## config.mk

```make
export PLATFORM = sky130hd
export DESIGN_NAME = apdu_case_classifier_top_flat
export DESIGN_NICKNAME = d
export VERILOG_FILES = /design/src/acc_pkg.sv /design/src/acc_if.sv /design/src/apdu_case_classifier_top.sv /design/src/acc_cfg.sv /design/src/acc_classify.sv /design/src/flat_wrapper.sv
export SDC_FILE = /design/constraint.sdc
export NUM_CORES = 1
export LEC_CHECK = 0
export BUFFER_PORTS_ARGS = -buffer_cell sky130_fd_sc_hd__buf_2
export CAP_MARGIN = 20
export CORE_MARGIN = 10
export CORE_UTILIZATION = 30
export DETAILED_ROUTE_END_ITERATION = 12
export GPL_TIMING_DRIVEN = 0
export PLACE_DENSITY = 0.49
export SLEW_MARGIN = 25
export SYNTH_ARGS = -nofsm -noshare
export SYNTH_HDL_FRONTEND = slang
export SYNTH_SLANG_ARGS = --single-unit
```

## constraint.sdc

```tcl
create_clock -name clk -period 6.8 [get_ports clk]
set_input_delay 0 -clock clk [delete_from_list [all_inputs] [get_ports clk]]
set_output_delay 0 -clock clk [all_outputs]
set_load 0.05 [all_outputs]
```

## src/acc_pkg.sv

```systemverilog
package acc_pkg;

    // APB register map
    localparam int ADDR_W = 3;
    localparam int DATA_W = 32;

    typedef enum logic [0:0] {
        REG_PROFILE = 1'b0
    } reg_idx_t;

    // card profiles
    typedef enum logic [1:0] {
        PROF_ISO  = 2'd0,
        PROF_GSM  = 2'd1,
        PROF_UICC = 2'd2,
        PROF_USIM = 2'd3
    } profile_t;

    // command header as carried through the pipeline
    typedef struct packed {
        logic [7:0] cla;
        logic [7:0] ins;
        logic [7:0] p1;
        logic [7:0] p2;
    } hdr_t;

    // result codes
    localparam logic [2:0] CASE_NONE = 3'd0;
    localparam logic [2:0] CASE_1    = 3'd1;
    localparam logic [2:0] CASE_2    = 3'd2;
    localparam logic [2:0] CASE_3    = 3'd3;
    localparam logic [2:0] CASE_4    = 3'd4;

    // table value that hands off to the secure channel / transact data rules
    localparam logic [7:0] HAND_OFF  = 8'h80;
    localparam logic [7:0] VAL_NONE  = 8'h00;
    localparam logic [7:0] VAL_1     = 8'h01;
    localparam logic [7:0] VAL_2     = 8'h02;
    localparam logic [7:0] VAL_3     = 8'h03;
    localparam logic [7:0] VAL_4     = 8'h04;

    localparam logic [7:0] INS_MSC   = 8'h73;   // MANAGE SECURE CHANNEL
    localparam logic [7:0] INS_TD    = 8'h75;   // TRANSACT DATA

    typedef enum logic [2:0] {
        TBL_ISO  = 3'd0,
        TBL_GSM  = 3'd1,
        TBL_U046 = 3'd2,
        TBL_U8CE = 3'd3,
        TBL_U80  = 3'd4
    } tbl_id_t;

    typedef struct packed {
        logic [7:0] cla;
        logic [7:0] mask;
        tbl_id_t    tbl;
    } entry_t;

    localparam int NUM_ENTRIES = 20;
    localparam int MAX_SCAN    = 8;
    localparam int ENT_IDX_W   = $clog2(NUM_ENTRIES);
    localparam int CNT_W       = $clog2(MAX_SCAN + 1);

    localparam entry_t ENTRIES [NUM_ENTRIES] = '{
        // ISO 7816-4
        '{8'h00, 8'hF0, TBL_ISO},  '{8'h80, 8'hE0, TBL_ISO},
        '{8'hB0, 8'hF0, TBL_ISO},  '{8'hC0, 8'hF0, TBL_ISO},
        // GSM 11.11
        '{8'hA0, 8'hFF, TBL_GSM},
        // UICC
        '{8'h80, 8'hFF, TBL_U80},  '{8'h00, 8'hF0, TBL_U046},
        '{8'h40, 8'hF0, TBL_U046}, '{8'h60, 8'hF0, TBL_U046},
        '{8'h80, 8'hF0, TBL_U8CE}, '{8'hC0, 8'hF0, TBL_U8CE},
        '{8'hE0, 8'hF0, TBL_U8CE},
        // UICC plus SIM
        '{8'hA0, 8'hFF, TBL_GSM},  '{8'h80, 8'hFF, TBL_U80},
        '{8'h00, 8'hF0, TBL_U046}, '{8'h40, 8'hF0, TBL_U046},
        '{8'h60, 8'hF0, TBL_U046}, '{8'h80, 8'hF0, TBL_U8CE},
        '{8'hC0, 8'hF0, TBL_U8CE}, '{8'hE0, 8'hF0, TBL_U8CE}
    };

    localparam logic [ENT_IDX_W-1:0] PROF_FIRST [4] = '{5'd0, 5'd4, 5'd5, 5'd12};
    localparam logic [CNT_W-1:0]     PROF_COUNT [4] = '{4'd4, 4'd1, 4'd7, 4'd8};

    // instruction tables
    function automatic logic [7:0] tbl_iso(input logic [7:0] ins);
        case (ins) inside
            8'hB0, 8'hB2, 8'hCA, 8'h84, 8'h70: tbl_iso = VAL_2;
            8'hD0, 8'hD6, 8'h0E, 8'hD2, 8'hE2, 8'hDC,
            8'hDA, 8'h20, 8'h82:               tbl_iso = VAL_3;
            8'hA4, 8'h88:                      tbl_iso = VAL_4;
            default:                           tbl_iso = VAL_NONE;
        endcase
    endfunction

    function automatic logic [7:0] tbl_gsm(input logic [7:0] ins);
        case (ins) inside
            8'h04, 8'h44, 8'hFA:               tbl_gsm = VAL_1;
            8'hF2, 8'hB0, 8'hB2, 8'hC0, 8'h12: tbl_gsm = VAL_2;
            8'hD6, 8'hDC, 8'h20, 8'h24, 8'h26, 8'h28,
            8'h2C, 8'h10, 8'h14:               tbl_gsm = VAL_3;
            8'hA4, 8'hA2, 8'h32, 8'h88, 8'hC2: tbl_gsm = VAL_4;
            default:                           tbl_gsm = VAL_NONE;
        endcase
    endfunction

    function automatic logic [7:0] tbl_u046(input logic [7:0] ins);
        case (ins) inside
            8'h04, 8'h44:                      tbl_u046 = VAL_1;
            8'hB0, 8'hB2, 8'h84, 8'h70, 8'hC0: tbl_u046 = VAL_2;
            8'hD6, 8'hDC, 8'h20, 8'h24, 8'h26, 8'h28,
            8'h2C:                             tbl_u046 = VAL_3;
            8'hA4, 8'hA2, 8'h88, 8'h89:        tbl_u046 = VAL_4;
            INS_MSC, INS_TD:                   tbl_u046 = HAND_OFF;
            default:                           tbl_u046 = VAL_NONE;
        endcase
    endfunction

    function automatic logic [7:0] tbl_u8ce(input logic [7:0] ins);
        case (ins) inside
            8'hF2:        tbl_u8ce = VAL_2;
            8'hDB, 8'hAA: tbl_u8ce = VAL_3;
            8'h32, 8'hCB: tbl_u8ce = VAL_4;
            default:      tbl_u8ce = VAL_NONE;
        endcase
    endfunction

    function automatic logic [7:0] tbl_u80(input logic [7:0] ins);
        case (ins) inside
            8'h12:        tbl_u80 = VAL_2;
            8'h10, 8'h14: tbl_u80 = VAL_3;
            8'hC2:        tbl_u80 = VAL_4;
            default:      tbl_u80 = VAL_NONE;
        endcase
    endfunction

    function automatic logic [7:0] tbl_lookup(input tbl_id_t tbl, input logic [7:0] ins);
        unique case (tbl)
            TBL_ISO:  tbl_lookup = tbl_iso(ins);
            TBL_GSM:  tbl_lookup = tbl_gsm(ins);
            TBL_U046: tbl_lookup = tbl_u046(ins);
            TBL_U8CE: tbl_lookup = tbl_u8ce(ins);
            default:  tbl_lookup = tbl_u80(ins);
        endcase
    endfunction

endpackage

```

## src/acc_if.sv

```systemverilog
// command header channel
interface acc_hdr_if;
    logic       valid;
    logic       ready;
    logic [7:0] class_byte;
    logic [7:0] instr_byte;
    logic [7:0] param_one;
    logic [7:0] param_two;

    modport source (
        output valid, class_byte, instr_byte, param_one, param_two,
        input  ready
    );
    modport sink (
        input  valid, class_byte, instr_byte, param_one, param_two,
        output ready
    );
endinterface

// case result channel
interface acc_case_if;
    logic       valid;
    logic       ready;
    logic [2:0] apdu_case;

    modport source (
        output valid, apdu_case,
        input  ready
    );
    modport sink (
        input  valid, apdu_case,
        output ready
    );
endinterface

```

## src/apdu_case_classifier_top.sv

```systemverilog
// APDU case classifier.
// Path: an accepted header goes to the input register, its case then to the result register.
// Throughput: 1 header per cycle; the input register refills whenever the result
// register is empty or its item is taken in the same cycle.
// Reset: rst_n clears both pipeline valid flags and sets the profile to ISO 7816-4.
module apdu_case_classifier_top (
    input  logic                       clk,
    input  logic                       rst_n,
    input  logic                       psel,
    input  logic                       penable,
    input  logic                       pwrite,
    input  logic [acc_pkg::ADDR_W-1:0] paddr,
    input  logic [acc_pkg::DATA_W-1:0] pwdata,
    output logic [acc_pkg::DATA_W-1:0] prdata,
    output logic                       pready,
    acc_hdr_if.sink                    hdr_in,
    acc_case_if.source                 case_out
);

    acc_pkg::profile_t profile;
    acc_pkg::hdr_t     hdr_in_word;
    logic [2:0]        case_comb;

    logic              s1_valid_reg;
    logic              s1_valid_next;
    acc_pkg::hdr_t     s1_hdr_reg;
    logic              s2_valid_reg;
    logic              s2_valid_next;
    logic [2:0]        s2_case_reg;
    logic              s1_load;
    logic              s2_load;

    acc_cfg u_cfg (
        .clk     (clk),
        .rst_n   (rst_n),
        .psel    (psel),
        .penable (penable),
        .pwrite  (pwrite),
        .paddr   (paddr),
        .pwdata  (pwdata),
        .prdata  (prdata),
        .pready  (pready),
        .profile (profile)
    );

    // pipeline handshake
    assign s2_load      = s1_valid_reg && (!s2_valid_reg || case_out.ready);
    assign hdr_in.ready = !s1_valid_reg || s2_load;
    assign s1_load      = hdr_in.valid && hdr_in.ready;

    assign hdr_in_word = '{cla: hdr_in.class_byte, ins: hdr_in.instr_byte,
                           p1: hdr_in.param_one, p2: hdr_in.param_two};

    always_comb
    begin
        s1_valid_next = s1_load ? 1'b1 : (s2_load ? 1'b0 : s1_valid_reg);
        s2_valid_next = s2_load ? 1'b1 : (case_out.ready ? 1'b0 : s2_valid_reg);
    end

    always_ff @(posedge clk or negedge rst_n)
    begin
        if (!rst_n)
        begin
            s1_valid_reg <= 1'b0;
            s2_valid_reg <= 1'b0;
        end
        else
        begin
            s1_valid_reg <= s1_valid_next;
            s2_valid_reg <= s2_valid_next;
        end
    end

    // payload registers
    always_ff @(posedge clk)
    begin
        if (s1_load)
        begin
            s1_hdr_reg <= hdr_in_word;
        end
        if (s2_load)
        begin
            s2_case_reg <= case_comb;
        end
    end

    acc_classify u_classify (
        .profile   (profile),
        .hdr       (s1_hdr_reg),
        .apdu_case (case_comb)
    );

    assign case_out.valid     = s2_valid_reg;
    assign case_out.apdu_case = s2_case_reg;

endmodule

```

## src/acc_cfg.sv

```systemverilog
module acc_cfg (
    input  logic                       clk,
    input  logic                       rst_n,
    input  logic                       psel,
    input  logic                       penable,
    input  logic                       pwrite,
    input  logic [acc_pkg::ADDR_W-1:0] paddr,
    input  logic [acc_pkg::DATA_W-1:0] pwdata,
    output logic [acc_pkg::DATA_W-1:0] prdata,
    output logic                       pready,
    output acc_pkg::profile_t          profile
);

    acc_pkg::profile_t profile_reg;
    acc_pkg::profile_t profile_next;
    logic              sel_profile;

    // word index sits above the byte offset
    assign sel_profile = (acc_pkg::reg_idx_t'(paddr[2]) == acc_pkg::REG_PROFILE);

    always_comb
    begin
        profile_next = profile_reg;
        if (psel && penable && pwrite && sel_profile)
        begin
            profile_next = acc_pkg::profile_t'(pwdata[1:0]);
        end
    end

    always_ff @(posedge clk or negedge rst_n)
    begin
        if (!rst_n)
        begin
            profile_reg <= acc_pkg::PROF_ISO;
        end
        else
        begin
            profile_reg <= profile_next;
        end
    end

    // readback
    assign prdata  = sel_profile ? {{(acc_pkg::DATA_W-2){1'b0}}, profile_reg}
                                 : '0;
    assign pready  = 1'b1;
    assign profile = profile_reg;

endmodule

```

## src/acc_classify.sv

```systemverilog
module acc_classify (
    input  acc_pkg::profile_t profile,
    input  acc_pkg::hdr_t     hdr,
    output logic [2:0]        apdu_case
);

    // secure channel / transact data rules; their answer is final
    function automatic logic [2:0] hand_off_rule(input logic [7:0] ins,
                                                 input logic [7:0] p1,
                                                 input logic [7:0] p2);
        logic [2:0] top;
        top = p2[7:5];
        hand_off_rule = acc_pkg::CASE_NONE;
        if (ins == acc_pkg::INS_MSC)
        begin
            if (p1 == 8'h00)
            begin
                hand_off_rule = acc_pkg::CASE_2;
            end
            else
            begin
                case (p1[2:0]) inside
                    3'd1, 3'd2, 3'd3:
                    begin
                        if (p2 == 8'h80 || top == 3'd0)
                        begin
                            hand_off_rule = acc_pkg::CASE_3;
                        end
                        else if (top == 3'd5 || top == 3'd1)
                        begin
                            hand_off_rule = acc_pkg::CASE_2;
                        end
                    end
                    3'd4:    hand_off_rule = acc_pkg::CASE_3;
                    default: hand_off_rule = acc_pkg::CASE_NONE;
                endcase
            end
        end
        else if (ins == acc_pkg::INS_TD)
        begin
            hand_off_rule = p1[2] ? acc_pkg::CASE_3 : acc_pkg::CASE_2;
        end
    endfunction

    // priority scan over the profile's entries, first nonzero hit wins
    always_comb
    begin
        logic                             found;
        logic [2:0]                       res;
        logic [acc_pkg::ENT_IDX_W-1:0]    first;
        logic [acc_pkg::CNT_W-1:0]        count;
        logic [acc_pkg::ENT_IDX_W-1:0]    idx;
        acc_pkg::entry_t                  ent;
        logic [7:0]                       val;
        found = 1'b0;
        res   = acc_pkg::CASE_NONE;
        first = acc_pkg::PROF_FIRST[profile];
        count = acc_pkg::PROF_COUNT[profile];
        for (int i = 0; i < acc_pkg::MAX_SCAN; i++)
        begin
            idx = first + acc_pkg::ENT_IDX_W'(i);
            ent = acc_pkg::ENTRIES[idx];
            val = acc_pkg::tbl_lookup(ent.tbl, hdr.ins);
            if (!found && (acc_pkg::CNT_W'(i) < count)
                && ((hdr.cla & ent.mask) == ent.cla) && (val != acc_pkg::VAL_NONE))
            begin
                found = 1'b1;
                if (val == acc_pkg::HAND_OFF)
                begin
                    res = hand_off_rule(hdr.ins, hdr.p1, hdr.p2);
                end
                else
                begin
                    res = val[2:0];
                end
            end
        end
        apdu_case = res;
    end

endmodule
```

## src/flat_wrapper.sv

```systemverilog
// flat-port wrapper written by rule: the top's interface ports become plain ports
module apdu_case_classifier_top_flat 
  (clk, rst_n, psel, penable, pwrite, paddr, pwdata, prdata, pready, hdr_in_valid, hdr_in_class_byte, hdr_in_instr_byte, hdr_in_param_one, hdr_in_param_two, hdr_in_ready, case_out_valid, case_out_apdu_case, case_out_ready);
  acc_hdr_if hdr_in_i ();
  acc_case_if case_out_i ();
  input  logic clk;
  input  logic rst_n;
  input  logic psel;
  input  logic penable;
  input  logic pwrite;
  input  logic [acc_pkg::ADDR_W-1:0] paddr;
  input  logic [acc_pkg::DATA_W-1:0] pwdata;
  output logic [acc_pkg::DATA_W-1:0] prdata;
  output logic pready;
  input wire logic [$bits(hdr_in_i.valid)-1:0] hdr_in_valid;
  input wire logic [$bits(hdr_in_i.class_byte)-1:0] hdr_in_class_byte;
  input wire logic [$bits(hdr_in_i.instr_byte)-1:0] hdr_in_instr_byte;
  input wire logic [$bits(hdr_in_i.param_one)-1:0] hdr_in_param_one;
  input wire logic [$bits(hdr_in_i.param_two)-1:0] hdr_in_param_two;
  output wire logic [$bits(hdr_in_i.ready)-1:0] hdr_in_ready;
  output wire logic [$bits(case_out_i.valid)-1:0] case_out_valid;
  output wire logic [$bits(case_out_i.apdu_case)-1:0] case_out_apdu_case;
  input wire logic [$bits(case_out_i.ready)-1:0] case_out_ready;
  assign hdr_in_i.valid = hdr_in_valid;
  assign hdr_in_i.class_byte = hdr_in_class_byte;
  assign hdr_in_i.instr_byte = hdr_in_instr_byte;
  assign hdr_in_i.param_one = hdr_in_param_one;
  assign hdr_in_i.param_two = hdr_in_param_two;
  assign hdr_in_ready = hdr_in_i.ready;
  assign case_out_valid = case_out_i.valid;
  assign case_out_apdu_case = case_out_i.apdu_case;
  assign case_out_i.ready = case_out_ready;
  apdu_case_classifier_top u_core (.clk(clk), .rst_n(rst_n), .psel(psel), .penable(penable), .pwrite(pwrite), .paddr(paddr), .pwdata(pwdata), .prdata(prdata), .pready(pready), .hdr_in(hdr_in_i), .case_out(case_out_i));
endmodule
```

==> results of run 1 <==
==> layout make-up <==
cell class / instances / area (um2) / share of cell area
Inverter: 12 / 45.04 / 0.008627
Sequential cell: 39 / 1151 / 0.2205
Timing Repair Buffer: 85 / 610.6 / 0.1169
Clock inverter: 3 / 71.32 / 0.01366
Clock buffer: 5 / 125.1 / 0.02396
Buffer: 58 / 387.9 / 0.07429
Tap cell: 176 / 220.2 / 0.04218
Multi-Input combinational cell: 387 / 2610 / 0.4999
==> cell families after synthesis <==
group	synth area share
simple gates	0.2812
compound gates	0.2582
buf+inv	0.1061
flops	0.2821
fa+ha+maj	0.03373
xor+xnor	0.01932
mux	0.01748
other cells	0.001841
==> repair_timing <==
action,in CTS,in global routing
endpoints found under the hold margin,40,0
setup endpoints to repair,0,0
hold buffers,37,0
==> worst max path at each step <==
stage,from,to,depth (start not counted)
after floorplan,u_core.u_cfg.profile[0],u_core.case_out.apdu_case[1],14
after global placement,u_core.u_cfg.profile[0],u_core.case_out.apdu_case[0],14
after detailed placement,u_core.u_cfg.profile[0],u_core.case_out.apdu_case[0],14
after CTS,u_core.u_cfg.profile[0],u_core.case_out.apdu_case[1],14
after global routing,u_core.u_cfg.profile[0],u_core.case_out.apdu_case[0],14
final,u_core.u_cfg.profile[0],u_core.case_out.apdu_case[1],14
==> critical path, stage by stage (launching register included) <==
cell	delay, ps
sky130_fd_sc_hd__dfrtp_1	520
sky130_fd_sc_hd__inv_1	180
sky130_fd_sc_hd__ha_1	280
sky130_fd_sc_hd__clkbuf_1	250
sky130_fd_sc_hd__inv_1	240
sky130_fd_sc_hd__clkbuf_1	470
sky130_fd_sc_hd__ha_1	270
sky130_fd_sc_hd__nor4bb_1	270
sky130_fd_sc_hd__a22oi_1	90
sky130_fd_sc_hd__or3_1	470
sky130_fd_sc_hd__a21oi_1	310
sky130_fd_sc_hd__a211oi_4	150
sky130_fd_sc_hd__and3b_1	250
sky130_fd_sc_hd__a221o_1	300
sky130_fd_sc_hd__o211a_1	110
==> synth_stat cells, types with 11 or more instances <==
master,number
sky130_fd_sc_hd__nand2_1,43
sky130_fd_sc_hd__buf_4,38
sky130_fd_sc_hd__edfxtp_1,35
sky130_fd_sc_hd__nor2_1,33
sky130_fd_sc_hd__a21oi_1,31
sky130_fd_sc_hd__o21ai_0,18
sky130_fd_sc_hd__nand3_1,15
sky130_fd_sc_hd__nor3_1,13
sky130_fd_sc_hd__clkbuf_1,12
sky130_fd_sc_hd__ha_1,11
sky130_fd_sc_hd__inv_1,11
sky130_fd_sc_hd__nand2b_1,11
==> through the flow <==
step	hold slack [ps]	worst slack (ps)	total power [mW]	cell area (um2)
3_5_place_dp	-183.6	2441	0.6816	4654
6_report	68.22	2395	1.013	5221
2_1_floorplan	-295.6	3207	0.5871	4193
5_1_grt	87.15	2019	1.067	5221
3_3_place_gp	-183.7	2413	0.6826	4653
4_1_cts	53.51	2413	1.015	5221
==> power groups by stage <==
stage                     Combinational, mW  Sequential [mW]  Clock (mW)
after floorplan                       0.280            0.307           0
after global placement                0.381            0.302           0
after detailed placement              0.379            0.302           0
final                                 0.404            0.297       0.312
after global routing                  0.437            0.300       0.330
after CTS                             0.397            0.297       0.320
==> placed cells by master, fill, tap and decap left out, types with 5 or more instances in the layout <==
| cell type | n |
|---|---|
| sky130_fd_sc_hd__buf_2 | 52 |
| sky130_fd_sc_hd__nand2_1 | 43 |
| sky130_fd_sc_hd__buf_4 | 38 |
| sky130_fd_sc_hd__dlygate4sd3_1 | 37 |
| sky130_fd_sc_hd__edfxtp_1 | 35 |
| sky130_fd_sc_hd__nor2_1 | 33 |
| sky130_fd_sc_hd__conb_1 | 32 |
| sky130_fd_sc_hd__a21oi_1 | 31 |
| sky130_fd_sc_hd__o21ai_0 | 18 |
| sky130_fd_sc_hd__nand3_1 | 15 |
| sky130_fd_sc_hd__nor3_1 | 13 |
| sky130_fd_sc_hd__clkbuf_1 | 12 |
| sky130_fd_sc_hd__nand2b_1 | 11 |
| sky130_fd_sc_hd__inv_1 | 11 |
| sky130_fd_sc_hd__ha_1 | 11 |
| sky130_fd_sc_hd__and2_1 | 8 |
| sky130_fd_sc_hd__o21ai_1 | 8 |
| sky130_fd_sc_hd__nor4b_1 | 6 |
| sky130_fd_sc_hd__o211ai_1 | 6 |
| sky130_fd_sc_hd__nand3b_1 | 5 |
| sky130_fd_sc_hd__nor3b_1 | 5 |
| sky130_fd_sc_hd__a211oi_1 | 5 |
| sky130_fd_sc_hd__a32oi_1 | 5 |
| sky130_fd_sc_hd__o21a_1 | 5 |
| sky130_fd_sc_hd__a22oi_1 | 5 |
| sky130_fd_sc_hd__xor2_1 | 5 |
| sky130_fd_sc_hd__clkbuf_16 | 5 |
==> per-layer routing <==
layer	routed length, um	global-route usage	vias to the layer above
li1	-	-	1943
met1	5838	0.1766	1880
met2	6075	0.2241	156
met3	966	0.02713	25
met4	365	0.04675	0
met5	0	0	-
==> metrics.txt, run 1 <==
Fill cells=1,298; power spent charging and discharging nets=0.3786 mW; pin count of the biggest net entering global routing=33; die height=136.6 um; count of antenna-violating nets left after detailed routing=0; portion of total power attributed to the clock network=0.308; post-cts resize count=0; Clock Path Buffers=2; number of distinct library cells after synthesis=92; type of element launching the critical path=register; number of clock buffers inserted by TritonCTS=5; power density relative to cell area=194.0 mW/mm2; number of synthesized flops with an enable pin=35; relative contribution of combinational cells to total power=0.399; proportion of layout cells with a drive suffix above 1=0.2377; worst ir drop on vdd=134.1 uV; Cell Count, Final, Fillers Out=between 700 and 800; detailed router's first-iteration violation count=315; post-synthesis instance total=466; Clk Latency, worst-skew pair=between 200 and 300 ps; start of the worst register-to-register path=u_core.u_cfg.profile[0]; floorplan die area=0.01867 mm2; Worst Clk Skew=1.881 ps; Detailed Place HPWL=10,260 um; internal power=0.6346 mW; Worst EP arrival=about 4500 ps; R2R depth=14; status=complete, no violations; first-pass GRT wire length=20,630 um; share of total power consumed by net switching=0.3737; final routed wire length divided by cell count=roughly 17 um; vias per cell=5.234; post-synthesis average cell area=8.756 um2; floorplan row count=42; gr ovfl total=0; number of nets in the finished design=between 600 and 700; clock root buffer master=sky130_fd_sc_hd__clkbuf_16; shortest clock period the worst path allows after layout=4405 ps; routed wire length=13,250 um; slack of the worst reg-to-reg path=2390 ps; routed via count=around 4,000; clk slew on worst S/H paths=~60 ps; gr usage total=0.1373; total setup violations reported at the end of the flow=0; Primary FF master, synth=sky130_fd_sc_hd__edfxtp_1; count of inserted antenna diode cells=0; capture instance of the worst register-to-register path=u_core.case_out.apdu_case[1]; type of the tightest min-delay check=in -> async; number of antenna violations at the first check in global routing=0; total count of max-transition violations in the final report=0; hold violation total from the final report=0; length of the first detailed-routing pass in iterations=4; required arrival time at the worst endpoint=about 7000 ps; P_leak=2.067 nW; area share of the largest cell type after synthesis=0.2576; unrepaired setup endpoints after global routing=no; Yosys reg bits=39; worst-case headroom to the max-slew limit=0.3218; setup repair bufs after CTS=0; cell accounting for the most synthesized area=sky130_fd_sc_hd__edfxtp_1; Total Neg Setup Slack=0 ps; post-synthesis async set-or-reset flop share=0.1026; category of the most critical setup path=reg -> reg; CTS H-tree depth=2; Final Core Density=0.3927; sequential cell area fraction in the yosys report=0.2821; clock tree from TritonCTS=yes; area of the mapped netlist=0.004080 mm2; number of top-level pins=112; transition time at the pin with the least slew margin=around 1000 ps; sequential cell fraction of total power=0.293; Ys Warns=0; f_max=between 0.2 and 0.25 GHz; Critical Path End Type=register; flip-flop count of the largest register after layout=32; Die Span X=136.6 um; cell total after placement=between 700 and 800; global placement routability congestion=0.9514; core outline area=between 0.01 and 0.015 mm2; area added between synthesis and finish=27.97%; Critical Path Fanout Max=10; vias in the first global route=3,870; post-route DRC violation count=0; maxcap violations=0; Final Cycle Share=0.6478; dominant cells by area after synthesis=sky130_fd_sc_hd__edfxtp_1 (26%), sky130_fd_sc_hd__buf_4 (7.0%), sky130_fd_sc_hd__nand2_1 (4.0%); initial standard-cell utilization of the core=0.3069; CTS sink count=39; count of input and output buffers=48
No activity file was read; power rests on OpenSTA's default activity.
==> run 2, diff against run 1 <==
==> constraint.sdc (replaced) <==
create_clock -name clk -period 4.3 [get_ports clk]
set_input_delay 0 -clock clk [delete_from_list [all_inputs] [get_ports clk]]
set_output_delay 0 -clock clk [all_outputs]
set_load 0.05 [all_outputs]
==> metrics.txt, run 2 (same netlist as run 1, synthesis figures left out) <==
status=complete, no violations; cell total after placement=720 (unchanged); count of input and output buffers=48 (unchanged); R2R depth=13 (-1); routed via count=4,009 (+0.12%); total count of max-transition violations in the final report=0 (unchanged); number of clock buffers inserted by TritonCTS=5 (unchanged); post-route standard cell area excluding fillers=0.005253 mm2 (+0.60%); clk slew on worst S/H paths=60 ps (about the same); gr ovfl total=0 (unchanged); detailed router's first-iteration violation count=287 (-8.9%); Worst Clk Skew=1.647 ps (-0.2338 ps); power density relative to cell area=307.5 mW/mm2 (+58%); length of the first detailed-routing pass in iterations=4 (unchanged); number of top-level pins=112 (unchanged); clock root buffer master=sky130_fd_sc_hd__clkbuf_16; Die Span X=136.6 um (unchanged); global placement routability congestion=0.9514 (unchanged); Cell Count, Final, Fillers Out=768 (+0.39%); Critical Path Fanout Max=10 (unchanged); number of antenna violations at the first check in global routing=0 (unchanged); count of antenna-violating nets left after detailed routing=0 (unchanged); category of the most critical setup path=reg -> reg; Final Core Density=0.3951 (+0.002353); hold violation total from the final report=0 (unchanged); flip-flop count of the largest register after layout=32 (unchanged); slack of the worst reg-to-reg path=240 ps (-2150 ps); first-pass GRT wire length=20,620 um (about the same); f_max=0.2463 GHz (+8.5%); start of the worst register-to-register path=u_core.u_cfg.profile[0]; Fill cells=1,297 (-0.077%); area added between synthesis and finish=28.73%; routed wire length=13,200 um (-0.35%); core outline area=0.01330 mm2 (unchanged); FF+latch area=0.001151 mm2 (unchanged); count of inserted antenna diode cells=0 (unchanged); Worst EP arrival=4100 ps (-350 ps); worst-case headroom to the max-slew limit=0.3459 (+0.02409); shortest clock period the worst path allows after layout=4060 ps (-345.2 ps); initial standard-cell utilization of the core=0.3069 (unchanged); gr usage total=0.1372 (-0.0001528); post-layout total power=1.615 mW (+59%); Total Neg Setup Slack=0 ps (unchanged); commonest cells after routing, fill and taps aside=sky130_fd_sc_hd__buf_2 (52), sky130_fd_sc_hd__nand2_1 (43), sky130_fd_sc_hd__buf_4 (42), sky130_fd_sc_hd__dlygate4sd3_1 (37), sky130_fd_sc_hd__edfxtp_1 (35); worst ir drop on vdd=219.0 uV (+63%); Final Worst Setup Slack=240.0 ps (-2155 ps); final routed wire length divided by cell count=17.19 um (-0.74%); most common cell after layout, fill and taps aside=sky130_fd_sc_hd__buf_2; instance area at placement=0.004654 mm2 (unchanged); vias in the first global route=3,863 (-0.18%); post-route DRC violation count=0 (unchanged); number of nets in the finished design=676 (+0.45%); Clock Path Buffers=2 (unchanged); total setup violations reported at the end of the flow=0 (unchanged); Detailed Place HPWL=10,260 um (unchanged); floorplan die area=0.01867 mm2 (unchanged); worst-case hold slack=68.77 ps (+0.5469 ps); type of the tightest min-delay check=in -> async; capture instance of the worst register-to-register path=u_core.case_out.apdu_case[1]; required arrival time at the worst endpoint=4340 ps (-2500 ps); P_leak=2.081 nW (+0.67%); maxcap violations=0 (unchanged); Multi-input gate area=0.002611 mm2 (about the same); vias per cell=5.220 (-0.27%); Final Cycle Share=0.9442 (+0.2964); Placement Setup Slack=-58.66 ps (-2500 ps); clock tree from TritonCTS=yes; transition time at the pin with the least slew margin=970.9 ps (-35.76 ps); type of element launching the critical path=register; Clk Latency, worst-skew pair=280 ps (about the same); Critical Path End Type=register; pin count of the biggest net entering global routing=33 (unchanged); CTS H-tree depth=2 (unchanged); proportion of layout cells with a drive suffix above 1=0.2449 (+0.007241); CTS sink count=39 (unchanged); unrepaired setup endpoints after global routing=no; floorplan row count=42 (unchanged); die height=136.6 um (unchanged)
==> run 2: routing by layer <==
metal | wire length, um | share of wire | track usage
met1 | 5790 | 0.44 | 0.1755
met2 | 6042 | 0.46 | 0.2254
met3 | 1000 | 0.076 | 0.02713
met4 | 366 | 0.028 | 0.04556
met5 | 0 | 0 | 0
==> run 2: timing repair <==
action / 4_1_cts / 5_1_grt
resized for setup: 0 / 2
pin swaps: 0 / 0
hold endpoints to repair: 40 / 0
buffers inserted: 0 / 4
hold buffers: 37 / 0
endpoints found under the setup margin: 2 / 3
==> run 2: worst max path at each step <==
stage | cells after the start | end | slack, ps | startpoint
5_1_grt | 14 | u_core.case_out.apdu_case[0] | 20 | u_core.u_cfg.profile[0]
2_1_floorplan | 14 | u_core.case_out.apdu_case[1] | 710 | u_core.u_cfg.profile[0]
3_5_place_dp | 14 | u_core.case_out.apdu_case[0] | -60 | u_core.u_cfg.profile[0]
3_3_place_gp | 14 | u_core.case_out.apdu_case[0] | -90 | u_core.u_cfg.profile[0]
6_report | 13 | u_core.case_out.apdu_case[1] | 240 | u_core.u_cfg.profile[0]
4_1_cts | 13 | u_core.case_out.apdu_case[1] | 160 | u_core.u_cfg.profile[0]
==> run 2: report_power, final <==
group	switching (mW)	internal (mW)	leakage (nW)
sequential	0.0221	0.448	0.383
clock	0.157	0.337	0.0959
combinational	0.421	0.230	1.60
==> run 2: area by class of cell <==
class                   count  share of cell area
clock inverters             3             0.01358
repair buffers             89              0.1220
flip-flops and latches     39              0.2192
multi-input cells         387              0.4971
inverters                  12            0.009290
well taps                 176             0.04192
plain buffers              57             0.07313
clock buffers               5             0.02382
==> run 2: critical path: stages (launching register included) <==
cell and delay, ps:
sky130_fd_sc_hd__dfrtp_1 490, sky130_fd_sc_hd__inv_1 210, sky130_fd_sc_hd__ha_1 200, sky130_fd_sc_hd__buf_4 210
sky130_fd_sc_hd__nand3_1 90, sky130_fd_sc_hd__a2111oi_1 670, sky130_fd_sc_hd__nand2_1 150, sky130_fd_sc_hd__a2111oi_1 730
sky130_fd_sc_hd__a21oi_1 140, sky130_fd_sc_hd__nand2_1 200, sky130_fd_sc_hd__a211oi_4 80, sky130_fd_sc_hd__and3b_1 250
sky130_fd_sc_hd__a221o_1 300, sky130_fd_sc_hd__o211a_1 110
==> run 3, diff against run 2 <==
--- a/config.mk
+++ b/config.mk
@@ -5,6 +5,7 @@
 export SDC_FILE = /design/constraint.sdc
 export NUM_CORES = 1
 export LEC_CHECK = 0
+export ABC_AREA = 1
 export BUFFER_PORTS_ARGS = -buffer_cell sky130_fd_sc_hd__buf_2
 export CAP_MARGIN = 20
 export CORE_MARGIN = 10
==> metrics.txt, run 3 <==
status=complete, no violations; category of the most critical setup path=reg -> reg; count of input and output buffers=48 (unchanged); Fill cells=1,358 (+4.7%); unrepaired setup endpoints after global routing=no; floorplan die area=0.01814 mm2 (-2.8%); CTS sink count=39 (unchanged); R2R depth=18 (+5); post-synthesis async set-or-reset flop share=0.1026 (unchanged); core outline area=0.01277 mm2 (-3.9%); clock root buffer master=sky130_fd_sc_hd__clkbuf_16; Final Cycle Share=0.8967 (-0.04747); maxcap violations=0 (unchanged); total buffers and inverters traversed by the critical path=5 (+3); area share of the largest cell type after synthesis=0.2663 (+0.008739); Worst Clk Skew=5.015 ps (+3.368 ps); count of antenna-violating nets left after detailed routing=0 (unchanged); Detailed Place HPWL=10,040 um (-2.1%); Die Span X=134.7 um (-1.4%); sequential cell area fraction in the yosys report=0.2917 (+0.009571); type of element launching the critical path=register; hold violation total from the final report=0 (unchanged); required arrival time at the worst endpoint=4330 ps (about the same); worst-case headroom to the max-slew limit=0.4782 (+0.1323); floorplan row count=41 (-2.4%); routed wire length=12,330 um (-6.6%); f_max=0.2593 GHz (+5.3%); clk slew on worst S/H paths=50 ps (about the same); area added between synthesis and finish=27.27%; Ys Warns=0 (unchanged); critical path's most frequent cell=sky130_fd_sc_hd__nand2_1; ranking of synthesized cells by instance count=sky130_fd_sc_hd__nand2_1 (156), sky130_fd_sc_hd__nor2_1 (78), sky130_fd_sc_hd__inv_1 (63); Worst path top cell family by delay=simple AND/OR/NAND/NOR gates; worst ir drop on vdd=287.6 uV (+31%); final routed wire length divided by cell count=14.01 um (-18%); proportion of layout cells with a drive suffix above 1=0.2147 (-0.03024); routed via count=4,135 (+3.1%); gr ovfl total=0 (unchanged); Clock Path Buffers=2 (unchanged); die height=134.7 um (-1.4%); most common cell after layout, fill and taps aside=sky130_fd_sc_hd__nand2_1; length of the first detailed-routing pass in iterations=5 (+1); vias per cell=4.699 (-10%); commonest cells after routing, fill and taps aside=sky130_fd_sc_hd__nand2_1 (156), sky130_fd_sc_hd__nor2_1 (78), sky130_fd_sc_hd__inv_1 (62), sky130_fd_sc_hd__buf_2 (48); sequence of cells on the critical path=inv_1, ha_1, buf_4, inv_1, ha_1, or2_2, a2111oi_2, inv_1, nor2_2, nand2_2, nand4_4, inv_2, nand2_1, nand3_1, nand2_1, nand2_1, nand2_1, nand2_1; post-layout total power=1.326 mW (-18%); cell accounting for the most synthesized area=sky130_fd_sc_hd__edfxtp_1; cell with the most instances after synthesis=sky130_fd_sc_hd__nand2_1; gr usage total=0.1360 (-0.001155); cell total after placement=836 (+16%); CP max stage delay=590 ps (-140 ps); number of synthesized flops with an enable pin=35 (unchanged); post-route DRC violation count=0 (unchanged); Total Neg Setup Slack=0 ps (unchanged); flip-flop count of the largest register after layout=32 (unchanged); total setup violations reported at the end of the flow=0 (unchanged); Yosys reg bits=39 (unchanged); vias in the first global route=4,130 (+6.9%); Primary FF master, synth=sky130_fd_sc_hd__edfxtp_1; Critical Path Fanout Max=13 (+3); critical-path cell with the highest stage delay=sky130_fd_sc_hd__a2111oi_2; shortest clock period the worst path allows after layout=3856 ps (-204.1 ps); Cell Count, Final, Fillers Out=880 (+15%); total number of cells along the worst setup path=18 (+5); initial standard-cell utilization of the core=0.3089 (+0.002054); CTS H-tree depth=2 (unchanged); type of the tightest min-delay check=in -> async; number of nets in the finished design=792 (+17%); dominant cells by area after synthesis=sky130_fd_sc_hd__edfxtp_1 (27%), sky130_fd_sc_hd__nand2_1 (15%), sky130_fd_sc_hd__nor2_1 (7.4%); total count of max-transition violations in the final report=0 (unchanged); number of antenna violations at the first check in global routing=0 (unchanged); global placement routability congestion=0.9468 (-0.48%); P_leak=2.540 nW (+22%); post-synthesis average cell area=6.734 um2 (-23%); setup repair bufs after CTS=0 (unchanged); clock tree from TritonCTS=yes; Clk Latency, worst-skew pair=280 ps (about the same); number of distinct library cells after synthesis=48 (-48%); area of the mapped netlist=0.003946 mm2 (-3.3%); post-synthesis instance total=586 (+26%); pin count of the biggest net entering global routing=33 (unchanged); count of inserted antenna diode cells=0 (unchanged); detailed router's first-iteration violation count=293 (+2.1%); Critical Path End Type=register; transition time at the pin with the least slew margin=762.9 ps (-208.0 ps); first-pass GRT wire length=20,310 um (-1.5%); number of clock buffers inserted by TritonCTS=5 (unchanged); power density relative to cell area=264.1 mW/mm2 (-14%); Worst EP arrival=3890 ps (-210 ps); number of top-level pins=112 (unchanged)
## run 3: cell count changes after synthesis, sizes merged, moves of 7 or more
cell / before / now
nand2: 43 / 180
inv: 11 / 74
nor2: 33 / 90
nand3: 16 / 42
nand4: 3 / 23
a21oi: 35 / 21
buf: 46 / 35
nand2b: 11 / 0
and2: 10 / 0
clkbuf: 12 / 4
nor4b: 8 / 0
a211oi: 9 / 2
## run 3: layout make-up
cell class / count / area, um2 / share of cell area
multi-input combinational: 464 / 2352 / 0.4684
sequential: 39 / 1151 / 0.2292
timing repair buffer: 85 / 610.6 / 0.1216
inverter: 74 / 277.8 / 0.05531
buffer: 38 / 274.0 / 0.05456
tap: 172 / 215.2 / 0.04285
clock buffer: 6 / 128.9 / 0.02566
clock inverter: 2 / 12.51 / 0.002491
## run 3: timing repair
item | in CTS | in global routing
endpoints found under the setup margin | 0 | 3
hold buffers | 37 | 0
gates resized for setup | 0 | 0
endpoints found under the hold margin | 40 | 0
## run 3: kinds of logic after synthesis
group	Yosys count	share of synthesized area
flops	39	0.2917
compound gates	60	0.09480
other cells	2	0.001903
xor+xnor	6	0.01332
buf+inv	113	0.1408
simple gates	355	0.4226
fa+ha+maj	11	0.03488
## run 3: final timing paths
check	start	end	slack [ps]
worst max-delay path	u_core.u_cfg.profile[0]	u_core.case_out.apdu_case[2]	440
worst min-delay path	rst_n	u_core.s1_valid_reg	60
worst max register to register	u_core.u_cfg.profile[0]	u_core.case_out.apdu_case[2]	440
worst min register to register	u_core.s1_valid_reg	u_core.case_out.valid	480
max in group asynchronous	rst_n	u_core.u_cfg.profile[1]	4120
min in group clk	pwrite	u_core.u_cfg.profile[0]	70
## run 3: per-stage QoR
stage	hold WS (ps)	worst slack, ps	utilization	area (um2)
after floorplan	-295.6	1066	-	4059
after global routing	74.27	92.30	0.3932	5022
after CTS	55.68	291.9	0.3935	5026
after detailed placement	-185.0	308.6	0.3534	4514
final	56.31	444.1	0.3932	5022
after global placement	-187.0	313.2	0.3534	4514
## run 3: where the power goes
part / total [mW] / internal (mW) / switching (mW)
Sequential: 0.475 / 0.451 / 0.0240
Combinational: 0.503 / 0.157 / 0.347
Clock: 0.348 / 0.213 / 0.134
## run 3: per-layer routing
metal	up-vias	GRT usage	wire (um)
li1	2094	-	-
met1	1874	0.1743	5649
met2	152	0.2244	5497
met3	15	0.02782	980
met4	0	0.03990	202
met5	-	0	0
